<file path="config.mk">
export PLATFORM = sky130hd
export DESIGN_NAME = zigzag_varint_value_decoder
export DESIGN_NICKNAME = d
export VERILOG_FILES = /design/src/rtl/zvd_pkg.sv /design/src/rtl/zvd_core.sv /design/src/rtl/zigzag_varint_value_decoder.sv
export SDC_FILE = /design/constraint.sdc
export NUM_CORES = 1
export LEC_CHECK = 0
export BUFFER_PORTS_ARGS = -buffer_cell sky130_fd_sc_hd__buf_2
export CAP_MARGIN = 20
export CORE_UTILIZATION = 30
export DETAILED_ROUTE_END_ITERATION = 6
export GPL_TIMING_DRIVEN = 0
export PLACE_DENSITY_LB_ADDON = 0.15
export SLEW_MARGIN = 0
export SYNTH_ARGS = -nofsm -noshare
export SYNTH_HDL_FRONTEND = slang
export SYNTH_SLANG_ARGS = --single-unit
</file>
<file path="constraint.sdc">
create_clock -name i_clk -period 20 [get_ports i_clk]
set_input_delay 0 -clock i_clk [delete_from_list [all_inputs] [get_ports i_clk]]
set_output_delay 0 -clock i_clk [all_outputs]
set_load 0.1 [all_outputs]
</file>
<file path="src/rtl/zvd_pkg.sv">
// ============================================================================
// zvd_pkg
// Shared types and codes for the zigzag varint value decoder.
// ============================================================================
package zvd_pkg;

    localparam logic [2:0] KIND_LONG   = 3'd0;
    localparam logic [2:0] KIND_INT    = 3'd1;
    localparam logic [2:0] KIND_LENGTH = 3'd2;
    localparam logic [2:0] KIND_BOOL   = 3'd3;
    localparam logic [2:0] KIND_COUNT  = 3'd4;

    localparam logic [2:0] ST_OK         = 3'd0;
    localparam logic [2:0] ST_TOO_LONG   = 3'd1;
    localparam logic [2:0] ST_INT_RANGE  = 3'd2;
    localparam logic [2:0] ST_NEG_LENGTH = 3'd3;
    localparam logic [2:0] ST_BAD_BOOL   = 3'd4;
    localparam logic [2:0] ST_MIN_COUNT  = 3'd5;
    localparam logic [2:0] ST_NEG_SIZE   = 3'd6;

    localparam logic [7:0]  CONT_BIT     = 8'h80;
    localparam logic [6:0]  GROUP_MASK   = 7'h7f;
    localparam logic [3:0]  LAST_INDEX   = 4'd9;
    localparam logic [63:0] SIGN_BIT     = 64'h8000_0000_0000_0000;

    typedef struct packed {
        logic [2:0] action;
        logic [7:0] data_byte;
    } t_in_word;

    typedef struct packed {
        logic signed [63:0] value;
        logic [2:0]         status;
        logic               has_byte_size;
        logic [62:0]        byte_size;
    } t_out_word;

endpackage

</file>
<file path="src/rtl/zvd_core.sv">
// ============================================================================
// zvd_core
// Varint gather, zigzag decode and kind checks, with the decode state.
// ============================================================================
module zvd_core (
    input  logic              i_clk,
    input  logic              i_rst_n,
    input  logic              i_step,
    input  zvd_pkg::t_in_word i_word,
    output logic              o_emit,
    output zvd_pkg::t_out_word o_result
);
    import zvd_pkg::*;

    logic [63:0] r_acc,   n_acc;
    logic [3:0]  r_index, n_index;
    logic        r_in_value, n_in_value;
    logic [2:0]  r_kind,  n_kind;
    logic        r_second, n_second;
    logic [63:0] r_saved, n_saved;

    logic        start;
    logic [2:0]  kind;
    logic [3:0]  index;
    logic        second;
    logic [63:0] acc_base;
    logic [63:0] group_shifted;
    logic [63:0] acc;
    logic [63:0] v;
    logic        fits_int;
    logic [7:0]  b;

    assign b        = i_word.data_byte;
    assign start    = !r_in_value;
    assign kind     = start ? i_word.action : r_kind;
    assign index    = start ? 4'd0 : r_index;
    assign second   = start ? 1'b0 : r_second;
    assign acc_base = start ? 64'd0 : r_acc;

    always_comb begin
        group_shifted = '0;
        unique case (index)
            4'd0:    group_shifted = {57'd0, b[6:0] & GROUP_MASK};
            4'd1:    group_shifted = {50'd0, b[6:0], 7'd0};
            4'd2:    group_shifted = {43'd0, b[6:0], 14'd0};
            4'd3:    group_shifted = {36'd0, b[6:0], 21'd0};
            4'd4:    group_shifted = {29'd0, b[6:0], 28'd0};
            4'd5:    group_shifted = {22'd0, b[6:0], 35'd0};
            4'd6:    group_shifted = {15'd0, b[6:0], 42'd0};
            4'd7:    group_shifted = {8'd0, b[6:0], 49'd0};
            4'd8:    group_shifted = {1'b0, b[6:0], 56'd0};
            4'd9:    group_shifted = {b[0], 63'd0};
            default: group_shifted = '0;
        endcase
    end

    assign acc      = acc_base | group_shifted;
    assign v        = {1'b0, acc[63:1]} ^ {64{acc[0]}};
    assign fits_int = (&v[63:31]) || !(|v[63:31]);

    always_comb begin
        n_acc      = r_acc;
        n_index    = r_index;
        n_in_value = r_in_value;
        n_kind     = start ? i_word.action : r_kind;
        n_second   = r_second;
        n_saved    = r_saved;
        o_emit     = 1'b0;
        o_result   = '0;

        if (start && kind == KIND_BOOL) begin
            o_emit = 1'b1;
            if (b == 8'd0 || b == 8'd1) begin
                o_result.value = $signed({56'd0, b});
            end else begin
                o_result.status = ST_BAD_BOOL;
            end
        end else if ((b & CONT_BIT) != 8'd0) begin
            if (index >= LAST_INDEX) begin
                o_emit          = 1'b1;
                o_result.status = ST_TOO_LONG;
            end else begin
                n_acc      = acc;
                n_index    = index + 4'd1;
                n_in_value = 1'b1;
                n_second   = second;
            end
        end else begin
            o_emit = 1'b1;
            case (kind)
                KIND_INT: begin
                    if (!fits_int) begin
                        o_result.status = ST_INT_RANGE;
                    end else begin
                        o_result.value = $signed(v);
                    end
                end
                KIND_LENGTH: begin
                    if (!fits_int) begin
                        o_result.status = ST_INT_RANGE;
                    end else if (v[63]) begin
                        o_result.status = ST_NEG_LENGTH;
                    end else begin
                        o_result.value = $signed(v);
                    end
                end
                KIND_COUNT: begin
                    if (second) begin
                        if (v[63]) begin
                            o_result.status = ST_NEG_SIZE;
                        end else begin
                            o_result.value         = $signed(64'd0 - r_saved);
                            o_result.has_byte_size = 1'b1;
                            o_result.byte_size     = v[62:0];
                        end
                    end else if (v[63]) begin
                        if (v == SIGN_BIT) begin
                            o_result.status = ST_MIN_COUNT;
                        end else begin
                            o_emit     = 1'b0;
                            n_saved    = v;
                            n_second   = 1'b1;
                            n_in_value = 1'b1;
                            n_acc      = '0;
                            n_index    = '0;
                        end
                    end else begin
                        o_result.value = $signed(v);
                    end
                end
                default: begin
                    o_result.value = $signed(v);
                end
            endcase
        end

        if (o_emit) begin
            n_acc      = '0;
            n_index    = '0;
            n_in_value = 1'b0;
            n_second   = 1'b0;
            n_saved    = '0;
        end
    end

    always_ff @(posedge i_clk) begin
        if (!i_rst_n) begin
            r_acc      <= '0;
            r_index    <= '0;
            r_in_value <= 1'b0;
            r_kind     <= KIND_LONG;
            r_second   <= 1'b0;
            r_saved    <= '0;
        end else if (i_step) begin
            r_acc      <= n_acc;
            r_index    <= n_index;
            r_in_value <= n_in_value;
            r_kind     <= n_kind;
            r_second   <= n_second;
            r_saved    <= n_saved;
        end
    end

endmodule

</file>
<file path="src/rtl/zigzag_varint_value_decoder.sv">
// ============================================================================
// zigzag_varint_value_decoder
// Byte-serial zigzag varint decoder with per-value kind checks.
// ============================================================================
// Usage:
//   Input channel (i_in_valid / o_in_ready / i_in_data) takes one stream byte
//   per word, with the value kind; the kind is sampled at a value's first byte.
//   Output channel (o_out_valid / i_out_ready / o_out_data) gives one word per
//   finished or failed value: decoded value, status, and block byte size.
//   Throughput: one byte per cycle while the output is not stalled; the
//   decode step is a single pass of shift-or and compare logic between the
//   input and result registers. An accepted byte waits in the input register;
//   its result word goes to the output register, which drives o_out_valid.
//   Bytes that end no value produce no output word.
//   Reset clears both valid flags and the decode state; the block is idle.
//   When the receiver stalls, the result stays in the output register, one
//   more byte is held in the input register, then o_in_ready drops until the
//   result is taken.
// ============================================================================
module zigzag_varint_value_decoder (
    input  logic               i_clk,
    input  logic               i_rst_n,
    input  logic               i_in_valid,
    output logic               o_in_ready,
    input  zvd_pkg::t_in_word  i_in_data,
    output logic               o_out_valid,
    input  logic               i_out_ready,
    output zvd_pkg::t_out_word o_out_data
);
    import zvd_pkg::*;

    logic      r_in_valid;
    t_in_word  r_in_word;
    logic      r_out_valid;
    t_out_word r_out_word;

    logic      step;
    logic      emit;
    t_out_word result;

    assign step       = r_in_valid && (!r_out_valid || i_out_ready);
    assign o_in_ready = !r_in_valid || step;

    zvd_core u_core (
        .i_clk    (i_clk),
        .i_rst_n  (i_rst_n),
        .i_step   (step),
        .i_word   (r_in_word),
        .o_emit   (emit),
        .o_result (result)
    );

    always_ff @(posedge i_clk) begin
        if (!i_rst_n) begin
            r_in_valid  <= 1'b0;
            r_out_valid <= 1'b0;
        end else begin
            if (o_in_ready) begin
                r_in_valid <= i_in_valid;
            end
            if (step && emit) begin
                r_out_valid <= 1'b1;
            end else if (i_out_ready) begin
                r_out_valid <= 1'b0;
            end
        end
    end

    always_ff @(posedge i_clk) begin
        if (o_in_ready && i_in_valid) begin
            r_in_word <= i_in_data;
        end
        if (step && emit) begin
            r_out_word <= result;
        end
    end

    assign o_out_valid = r_out_valid;
    assign o_out_data  = r_out_word;

endmodule
</file>
==> results.toml <==
[floorplan]
start_util = 0.307
die_h_um = 216
die_area_um2 = 46600
pin_count = 148
die_w_um = 216
core_area_um2 = 44600
num_rows = 77

[setup_path]
cp-end-kind = "flip-flop"
worstSetupPathType = "reg2reg"
cpMaxStageDelayCell = "a41oi_4"
cpPeakStageDelay_ps = 910
timing.rr.start = "u_core.r_in_value"
cp_common_cell = "clkbuf_1"
required_ps = 20270
cp_cell_sequence = "buf_6, clkbuf_1, clkbuf_1, clkbuf_1, nand2_1, ha_1, a32oi_4, buf_16, buf_16, ha_1, nand4_1, nor4_1, nand4_1, a41oi_4, buf_12, buf_12"
crit_path_start_kind = "flip-flop"
worstPathMaxFanout = 27
path_buf_inv = 8
cp_top_family = "buffers and inverters"
crit_arrival_ps = 7430
cp-startpoint = "u_core.r_in_value"

[sta]
rsz0062_at_grt = "false"
worstMarginPinSlew_ps = 1050
fmax_mhz = 140
hold_viol_final = 0
period_share = 0.358
max_slew_margin = 0.302
setup_viol = 0
worst_slack_ps = 12840
min_period_ps = 7160
timing.setup.tns_ps = 0
slew_viol_final = 0
skew_ps = 25.7

[clocking]
cts_resized = 0
root_buffer = "clkbuf_16"
clk_pin_slew_worst_paths_ps = 60
cts_sinks = 281
clock_latency_ps = 590
cts-buffers-inserted = 31
clockBufferDepth = 3
cts_tree = "done"
h-tree-depth = 1

[power]
clkPwrFrac = 0.400
p_int_uw = 1040
p_comb_frac = 0.175
irDropWorstVdd_mv = 0.0768
power_frac_seq = 0.424
p_per_area_nw_per_um2 = 89.7
leakage_uw = 0.00649
power_switching_uw = 451
switching_share = 0.302

[hold_path]
worstHoldStart = "i_in_data[10]"
hold_path_class = "in2reg"

[drt]
via_count = 11687
dr.pass1.iters = 5
viasPerCell = 5.33
drc = 0
drtAntennaViolNets = 0
wire_per_inst_um = 22.1
wirelength_um = 48600
drtIter0Drc = 1067

[grt]
antenna_found_initial = 0
grt-ovfl-total = 0
grt_pass1_wl_um = 72000
grt_max_degree = 28
grt_pass1_vias = 11043
gr-usage-all-layers = 0.205

[place]
io_buffers = 146
dp_hpwl_um = 35900
gp_congestion = 0.913
dp_slack_ps = 12870

[outcome]
status = "finished clean"

[logic_synthesis]
synth_nets = 1458
ys_seq_elements = 281
async_flop_share = 0
synth.avg_cell_area_um2 = 9.98
synthCells = 1373
yosysSeqAreaShare = 0.514
synth_edf_count = 142
synth_cell_types = 69
ys_warn_count = 0
netlist_area_um2 = 13700
synth_flop_cell = "edfxtp_1"

[flow_run]
maxCapViolCount = 0

[layout]
nNetsFinal = 1663
layout-drive-gt1-share = 0.157
n_antenna_cell = 0
nFillCells = 4488
layout_commonest_cell = "nand2_1"
final_cell_mix = "nand2_1, buf_2, nor2_1"
syn2layout_area_growth_pct = 21.3
## power groups by stage
stage / Sequential [µW] / Combinational (µW) / Clock (µW)
after detailed placement: 645 / 258 / 0
after global placement: 650 / 251 / 0
after CTS: 633 / 261 / 606
after global routing: 634 / 276 / 627
after floorplan: 720 / 111 / 0
final: 633 / 261 / 597
## worst paths after layout
check        cells after the start  slack [ps]               to
max                             16       12840   o_out_data[31]
min                              2         130    r_in_word[10]
max reg2reg                     16       12840   o_out_data[31]
min reg2reg                      2         460  u_core.r_acc[7]
## cells in the mapped netlist, types with 20 or more instances
| cell | instances | area [µm²] |
|---|---|---|
| nand2_1 | 171 | 642 |
| nor2_1 | 149 | 559 |
| edfxtp_1 | 142 | 4260 |
| dfxtp_1 | 139 | 2780 |
| a21oi_1 | 86 | 430 |
| clkbuf_1 | 73 | 274 |
| ha_1 | 70 | 876 |
| o21ai_0 | 67 | 335 |
| a22o_1 | 63 | 552 |
| nor3_1 | 46 | 230 |
| a221o_1 | 43 | 430 |
| xnor2_1 | 30 | 263 |
| nor4_1 | 28 | 175 |
| inv_1 | 27 | 101 |
| nand3_1 | 25 | 125 |
| nand4_1 | 22 | 138 |
| buf_2 | 20 | 100 |
| xor2_1 | 20 | 175 |
## what timing repair did
action | CTS | global route
hold buffers | 17 | 0
endpoints found under the setup margin | 0 | 0
endpoints found under the hold margin | 17 | 0
setup buffers | 0 | 0
## through the flow
step                total power [µW]   util  std cells  area [µm²]  hold slack, ps
floorplan                        831      -       1373       13700            98.9
global route                    1540  0.373       2194       16600             125
detailed placement               903  0.346       2120       15400             178
finish                          1490  0.373       2194       16600             125
global placement                 901  0.340       2111       15200             181
CTS                             1500  0.373       2194       16600             106
## layout make-up
cell class                      instances  area (µm²)  area share
Clock buffer                           36         795      0.0478
Buffer                                100         438      0.0263
Clock inverter                         21         240      0.0145
Timing Repair Buffer                  172        1110      0.0668
Inverter                               28         105     0.00632
Sequential cell                       281        7050       0.424
Multi-Input combinational cell        964        6150       0.370
Tap cell                              592         741      0.0446
## sequential cells by signal (all words and copies together), names as in the netlist
| register | count |
|---|---|
| u_core.r_index | 4 |
| o_out_valid | 1 |
| u_core.r_saved | 64 |
| r_in_valid | 1 |
| u_core.r_second | 1 |
| u_core.r_acc | 64 |
| u_core.r_in_value | 1 |
| u_core.r_kind | 3 |
| o_out_data | 131 |
| r_in_word | 11 |
## metal layers
| layer | track usage | vias up | wire length [µm] | part of all wire |
|---|---|---|---|---|
| met2 | 0.318 | 447 | 21800 | 0.45 |
| met1 | 0.297 | 5688 | 22500 | 0.46 |
| met3 | 0.0280 | 58 | 3340 | 0.069 |
| met5 | 0 | - | 0 | 0 |
| li1 | - | 5494 | - | - |
| met4 | 0.0501 | 0 | 923 | 0.019 |
## worst reg2reg max path, stage by stage, from the launching register on
cell      delay (ps)
dfxtp_1          330
buf_6            160
clkbuf_1         510
clkbuf_1         460
clkbuf_1         520
nand2_1          230
ha_1             290
a32oi_4          650
buf_16           260
buf_16           200
ha_1             330
nand4_1          140
nor4_1           810
nand4_1          540
a41oi_4          910
buf_12           290
buf_12           220
## cells by family after synthesis
| kind of cell | count (synthesis) | synth area share |
|---|---|---|
| AO/OA/AOI/OAI | 318 | 0.163 |
| XOR/XNOR | 50 | 0.0319 |
| adder cells (fa/ha/maj) | 70 | 0.0639 |
| buffers and inverters | 128 | 0.0396 |
| flip-flops | 281 | 0.514 |
| multiplexers | 6 | 0.00511 |
| AND/OR/NAND/NOR | 520 | 0.182 |
(Power assumes the default switching activity.)
